File: config.mk
export PLATFORM = sky130hd
export DESIGN_NAME = sopfsm_ctrl
export DESIGN_NICKNAME = d
export VERILOG_FILES = /design/src/sv/sopfsm_pkg.sv /design/src/sv/sopfsm_ctrl.sv
export SDC_FILE = /design/constraint.sdc
export NUM_CORES = 1
export LEC_CHECK = 0
export ABC_AREA = 1
export BUFFER_PORTS_ARGS = -buffer_cell sky130_fd_sc_hd__buf_4
export CORE_MARGIN = 2
export CORE_UTILIZATION = 51
export CTS_BUF_LIST = sky130_fd_sc_hd__clkbuf_4 sky130_fd_sc_hd__clkbuf_8
export DETAILED_ROUTE_END_ITERATION = 10
export GPL_ROUTABILITY_DRIVEN = 0
export PLACE_DENSITY = 0.8
export SLEW_MARGIN = 30
export SYNTH_ARGS = -nofsm -noshare
export SYNTH_HDL_FRONTEND = slang
export SYNTH_SLANG_ARGS = --single-unit
export TNS_END_PERCENT = 10
File: constraint.sdc
create_clock -name clk -period 1.32 [get_ports clk]
set_input_delay 0.264 -clock clk [delete_from_list [all_inputs] [get_ports clk]]
set_output_delay 0.264 -clock clk [all_outputs]
set_load 0.01 [all_outputs]
File: src/sv/sopfsm_pkg.sv
// Shared types and constants for the sum-of-products state machine engine.
// Used by sopfsm_ctrl, sopfsm_datapath and the top level.
package sopfsm_pkg;

  localparam int MAX_STATE_BITS = 8;
  localparam int MAX_INPUT_BITS = 8;
  localparam int MAX_OUTPUTS    = 8;
  localparam int MAX_TERMS      = 16;
  localparam int FEED_BITS      = 16;
  localparam int EQ_COUNT       = 16;

  localparam int EQ_W    = $clog2(EQ_COUNT);
  localparam int TERM_W  = $clog2(MAX_TERMS);
  localparam int CNT_W   = TERM_W + 1;
  localparam int BIT_W   = 3;
  localparam int CFG_W   = 4;
  localparam int IN_DATA_W  = 56;
  localparam int OUT_DATA_W = 16;

  typedef enum logic [1:0] {
    REQ_LOAD  = 2'd0,
    REQ_COUNT = 2'd1,
    REQ_STEP  = 2'd2,
    REQ_NONE  = 2'd3
  } req_t;

  typedef enum logic [1:0] {
    CFG_STATE_BITS = 2'd0,
    CFG_INPUT_BITS = 2'd1,
    CFG_OUTPUTS    = 2'd2,
    CFG_UNUSED     = 2'd3
  } cfg_idx_t;

  // phase of an equation read: next-state bits first, outputs second
  typedef enum logic {
    PH_STATE = 1'b0,
    PH_OUT   = 1'b1
  } phase_t;

  typedef struct packed {
    logic             start;      // latch feed, clear accumulators
    logic             load_term;  // write one product term
    logic             set_count;  // write one equation's term count
    logic             issue;      // read one equation row
    phase_t           phase;
    logic [BIT_W-1:0] bit_idx;
    logic             finish;     // commit state, load result register
  } cmd_t;

  typedef struct packed {
    logic [BIT_W-1:0] ns_last;
    logic [BIT_W-1:0] no_last;
  } stat_t;

endpackage

File: src/sv/sopfsm_ctrl.sv
// Sequencer for the sum-of-products engine: accepts requests, walks the
// equations of a step one per cycle and owns the result valid flag. Uses sopfsm_pkg.
module sopfsm_ctrl import sopfsm_pkg::*; (
  input  logic  clk,
  input  logic  rst_n,
  input  logic  in_tvalid,
  input  logic  [1:0] in_req,
  output logic  in_tready,
  output logic  out_tvalid,
  input  logic  out_tready,
  input  stat_t stat,
  output cmd_t  cmd
);

  typedef enum logic [4:0] {
    S_IDLE  = 5'b00001,
    S_STATE = 5'b00010,
    S_OUT   = 5'b00100,
    S_LAST  = 5'b01000,
    S_DONE  = 5'b10000
  } state_t;

  state_t           state_r, state_nxt;
  logic [BIT_W-1:0] idx_r, idx_nxt;
  logic             out_valid_r, out_valid_nxt;
  logic             accept;
  req_t             req;

  assign req        = req_t'(in_req);
  assign in_tready  = (state_r == S_IDLE);
  assign accept     = in_tvalid && in_tready;
  assign out_tvalid = out_valid_r;

  always_comb begin
    state_nxt     = state_r;
    idx_nxt       = idx_r;
    out_valid_nxt = out_valid_r && !out_tready;
    cmd           = '0;
    cmd.bit_idx   = idx_r;
    unique case (state_r)
      S_IDLE: begin
        if (accept) begin
          case (req)
            REQ_LOAD:  cmd.load_term = 1'b1;
            REQ_COUNT: cmd.set_count = 1'b1;
            REQ_STEP: begin
              cmd.start = 1'b1;
              idx_nxt   = '0;
              state_nxt = S_STATE;
            end
            default: ;
          endcase
        end
      end
      S_STATE: begin
        cmd.issue = 1'b1;
        cmd.phase = PH_STATE;
        if (idx_r == stat.ns_last) begin
          idx_nxt   = '0;
          state_nxt = S_OUT;
        end else begin
          idx_nxt = idx_r + 1'b1;
        end
      end
      S_OUT: begin
        cmd.issue = 1'b1;
        cmd.phase = PH_OUT;
        if (idx_r == stat.no_last) begin
          state_nxt = S_LAST;
        end else begin
          idx_nxt = idx_r + 1'b1;
        end
      end
      S_LAST: state_nxt = S_DONE;
      S_DONE: begin
        // hold until the result register is free
        if (!out_valid_r || out_tready) begin
          cmd.finish    = 1'b1;
          out_valid_nxt = 1'b1;
          state_nxt     = S_IDLE;
        end
      end
      default: state_nxt = S_IDLE;
    endcase
  end

  always_ff @(posedge clk) begin
    if (!rst_n) begin
      state_r     <= S_IDLE;
      idx_r       <= '0;
      out_valid_r <= 1'b0;
    end else begin
      state_r     <= state_nxt;
      idx_r       <= idx_nxt;
      out_valid_r <= out_valid_nxt;
    end
  end

`ifndef SYNTH
  a_start_runs: assert property (@(posedge clk) disable iff (!rst_n)
    cmd.start |=> state_r == S_STATE) else $error("step did not start");
  a_finish_idle: assert property (@(posedge clk) disable iff (!rst_n)
    cmd.finish |=> (state_r == S_IDLE && out_valid_r)) else $error("finish lost");
  a_issue_range: assert property (@(posedge clk) disable iff (!rst_n)
    (cmd.issue && cmd.phase == PH_STATE) |-> cmd.bit_idx <= stat.ns_last)
    else $error("state equation index out of range");
`endif

endmodule

Word level (Yosys, flattened, before mapping)

Cells that the tools add are included.

Register bits: 9
Bits of input ports: 12
Output and inout bits: 11

Add/subtract/negate cells: 1
Equality and inequality tests: 15
Multiplexer cells: 21
Reductions and logical operators: 9

Operator list:

| operator              | count |
|---|---|
| $mux W5               | 5 |
| $pmux W5 S5           | 1 |
| $mux W3               | 6 |
| $pmux W3 S3           | 1 |
| $ne A2 B2 Y1 const B  | 4 |
| $mux W1               | 7 |
| $eq A3 B3 Y1          | 2 |
| $eq A5 B1 Y1 const B  | 1 |
| $eq A5 B2 Y1 const B  | 1 |
| $eq A5 B3 Y1 const B  | 1 |
| $eq A5 B4 Y1 const B  | 1 |
| $eq A5 B5 Y1 const B  | 1 |
| $reduce_and A5 Y1     | 1 |
| $ne A2 B1 Y1 const B  | 2 |
| $pmux W2 S2           | 1 |
| $reduce_and A4 Y1     | 1 |
| $add A3 B1 Y3 const B | 1 |
| $reduce_bool A3 Y1    | 1 |
| $eq A2 B1 Y1 const B  | 1 |
| $eq A2 B2 Y1 const B  | 1 |
| $logic_and A1 B1 Y1   | 2 |
| $logic_not A1 Y1      | 2 |
| $logic_not A2 Y1      | 1 |
| $logic_or A1 B1 Y1    | 1 |

Longest topological paths before layout

Depth in word-level cells: 4
Mapped depth: 9
Depth with buffers taken out: 9

Worst setup path after synthesis

No wires, ideal clock.

Kind: register to output
From: reg state_r[2]
To: out cmd[6] (netlist bit)
Arrival time: 997 ps
Data required time: 1056 ps
Slack: 59 ps
Cell stages (with the launch flop): 6
Buffers on the path: 0
Cells stage by stage: dfxtp_1 nor2_2 nand3_2 inv_2 nand3b_1 nor2_1

RTL lines:

| item                   | RTL line          | source |
|---|---|---|
| from (decl)            | sopfsm_ctrl.sv:23 | `state_t state_r, state_nxt;` |
| from (signal assigned) | sopfsm_ctrl.sv:93 | `state_r <= state_nxt;` |
| to (decl)              | sopfsm_ctrl.sv:12 | `output cmd_t cmd` |

==> results.md <==
* Status: complete, but fails checks
* Failing checks: setup timing
* CTS Root Cell: clkbuf_4
* Max cap viols at 0
* Setup violations, final at 7
* Final max-slew violation count at 0
* Final WS setup at -167.5 ps
* CTS Hold Bufs at 0
* Req. time, crit path at 1060 ps
* Reg2reg path depth at 10
* Routed len/inst at 9.988 um
* Post-detail-place hpwl at 1295 um
* Global route hottest layer: met2
* Dominant cell type by area after synthesis: dfxtp_1
* P&R area growth vs syn at 39.79%
* Reg2reg end: idx_r[0]$_SDFFE_PN0P_
* Initial core utilization at 54.13%
* Detail Route Antenna Nets at 0
* Reg clk slew, reported paths at 60 ps
* Clock sink total at 9
* Setup TNS at -929.2 ps
* Hold endpoint: state_r[2]$_SDFFE_PN0P_
* Total CTS buffers at 3
* Via-to-Cell Ratio at 4.932
* FP Rows at 13
* Worst clock skew at 3.597 ps
* Critical path arrival at 1220 ps
* Mapped Nets at 131
* Worst VDD drop at 0.0008147 V
* Initial antenna violation count at 0
* Pwr dens at 1378 nW/um2
* Commonest cells after routing, fill and taps aside: nand2_1, buf_4, inv_1
* Setup slack, reg-to-reg at 30 ps
* Met1 Use GR at 23.70%
* PortBufs at 22
* Avg Cell Area, Syn at 5.970 um2
* Leakage at 0.5154 nW
* CTS tree: built
* Largest net degree at the start of global routing at 9
* Hold wc startpoint: rst_n
* Vias at 794
* Nets at 160
* Seq/Total Area, Yosys at 25.58%
* Number of synthesis warnings at 0
* Met3 usage at 6.522%
* Max-Slew Margin vs Limit at 83.55%
* N_diodes at 0
* I/O Pins at 23
* Worst slew pin tran at 246.5 ps
* Most common cell after layout, fill and taps aside: nand2_1
* CP Launch Type: flip-flop
* Total GRT Usage at 22.77%
* WHS at 244.5 ps
* Die height at 41.17 um
* Area of the core at 1301 um2
* Die outline width at 41.17 um
* Clk buf depth at 2
* Final wirelength at 1608 um
* Iter 0 DRT Violations at 8
* Post-synthesis cell type count at 19
* Vias in the first global route at 667
* Fmax at 672.3 MHz
* Cells after Synth at 118
* Minimum clock period at 1487 ps
* Crit path kind: reg -> out
* Unrepaired setup endpoints after global routing: true
* Synth Cell Area at 704.4 um2
* Critical register-to-register path startpoint: state_r[3]$_SDFFE_PN0P_
* DRT Pass-1 Iters at 4
* Global route total overflow at 0
* Yosys reg bits at 9
* First-pass GRT wire length at 2525 um
* Fraction of layout instances using a drive strength above 1 at 39.04%
* Crit path capture type: primary output
* M2 GR Usage at 44.14%
* Worst Hold Class: in -> reg
* Synth top area share at 25.58%
* Worst-skew pair later-pin latency at 250 ps
* Depth of the CTS H-tree at 1
* Hold Path Depth at 3
* Die ar. at 1695 um2
* Final period utilization at 112.7%
* Final hold vios at 0
* Worst Path Max Fanout at 4
* # DRC at 0
* Synth area leaders: dfxtp_1, nand2_1, inv_1
-- cell families after synthesis --
| group | count (synthesis) | synth area share (%) |
|---|---|---|
| compound gates | 9 | 6.394 |
| buf+inv | 23 | 12.79 |
| xor+xnor | 2 | 2.487 |
| flops | 9 | 25.58 |
| fa+ha+maj | 1 | 1.776 |
| simple gates | 74 | 50.98 |
-- layout make-up --
cell class              instances  area (um2)
clock buffers                   4       30.03
flip-flops and latches          9       191.4
repair buffers                 25       195.2
well taps                      15       18.77
inverters                      22       82.58
fillers                       115       316.6
multi-input cells              86       466.7
-- per-layer routing --
metal	wire (um)	up-vias	part of all wire [%]
met4	8	0	0.50
met1	642	346	40
met5	0	-	0
met3	100	2	6.2
li1	-	424	-
met2	857	22	53
-- flip-flops by register name (all words and copies together) (netlist names) --
signal      count
idx_r           3
out_tvalid      1
state_r         5
-- worst max path at each step --
| stage | start | to | cells past startpoint |
|---|---|---|---|
| floorplan | state_r[2]$_SDFFE_PN0P_ | cmd[6] | 5 |
| global placement | idx_r[0]$_SDFFE_PN0P_ | state_r[2]$_SDFFE_PN0P_ | 8 |
| detailed placement | state_r[2]$_SDFFE_PN0P_ | cmd[6] | 6 |
| CTS | state_r[3]$_SDFFE_PN0P_ | cmd[6] | 6 |
| global route | state_r[0]$_SDFFE_PN1P_ | cmd[0] | 4 |
| finish | state_r[3]$_SDFFE_PN0P_ | cmd[6] | 6 |
-- stage by stage --
stage	cell area [um2]	util, %	instances	worst slack [ps]	total power, mW
2_1_floorplan	704.4	-	118	59.49	0.7670
3_3_place_gp	888.4	68.27	155	45.34	0.9388
3_5_place_dp	888.4	68.27	155	-16.19	0.9584
4_1_cts	964.7	74.13	161	-193.3	1.313
5_1_grt	984.7	75.67	161	-281.2	1.477
6_report	984.7	75.67	161	-167.5	1.357
-- repair_timing --
item / in CTS / in global routing
endpoints found under the setup margin: 8 / 13
buffers inserted: 2 / 0
gates resized for setup: 11 / 7
pin swaps: 3 / 4
hold endpoints to repair: 0 / 0
gates cloned: 0 / 0
-- synth_stat cells --
master and instances:
o21ai_1 1, nor3_1 1, nor2_1 13, buf_4 1
nand3b_1 2, nor2_4 1, nor2_2 3, a21oi_1 8
nand4_1 2, inv_1 17, nand3_2 6, nand2_2 2
dfxtp_1 9, nand3_1 8, xor2_1 1, inv_2 5
nand2_1 36, ha_1 1, xnor2_1 1
-- report_power, final --
group	leakage, nW	switching, mW	internal, mW	total (mW)
clock	0.0184	0.0828	0.136	0.219
sequential	0.0759	0.0384	0.309	0.347
combinational	0.421	0.427	0.363	0.791
-- critical path: stages (launching register included) --
cell      delay (ps)
dfxtp_2          340
nor2_4           160
nand3_4          100
inv_2             60
nand3b_1          90
nor2_1           100
buf_4            130
Note: power is estimated with default switching activity, not from simulation.
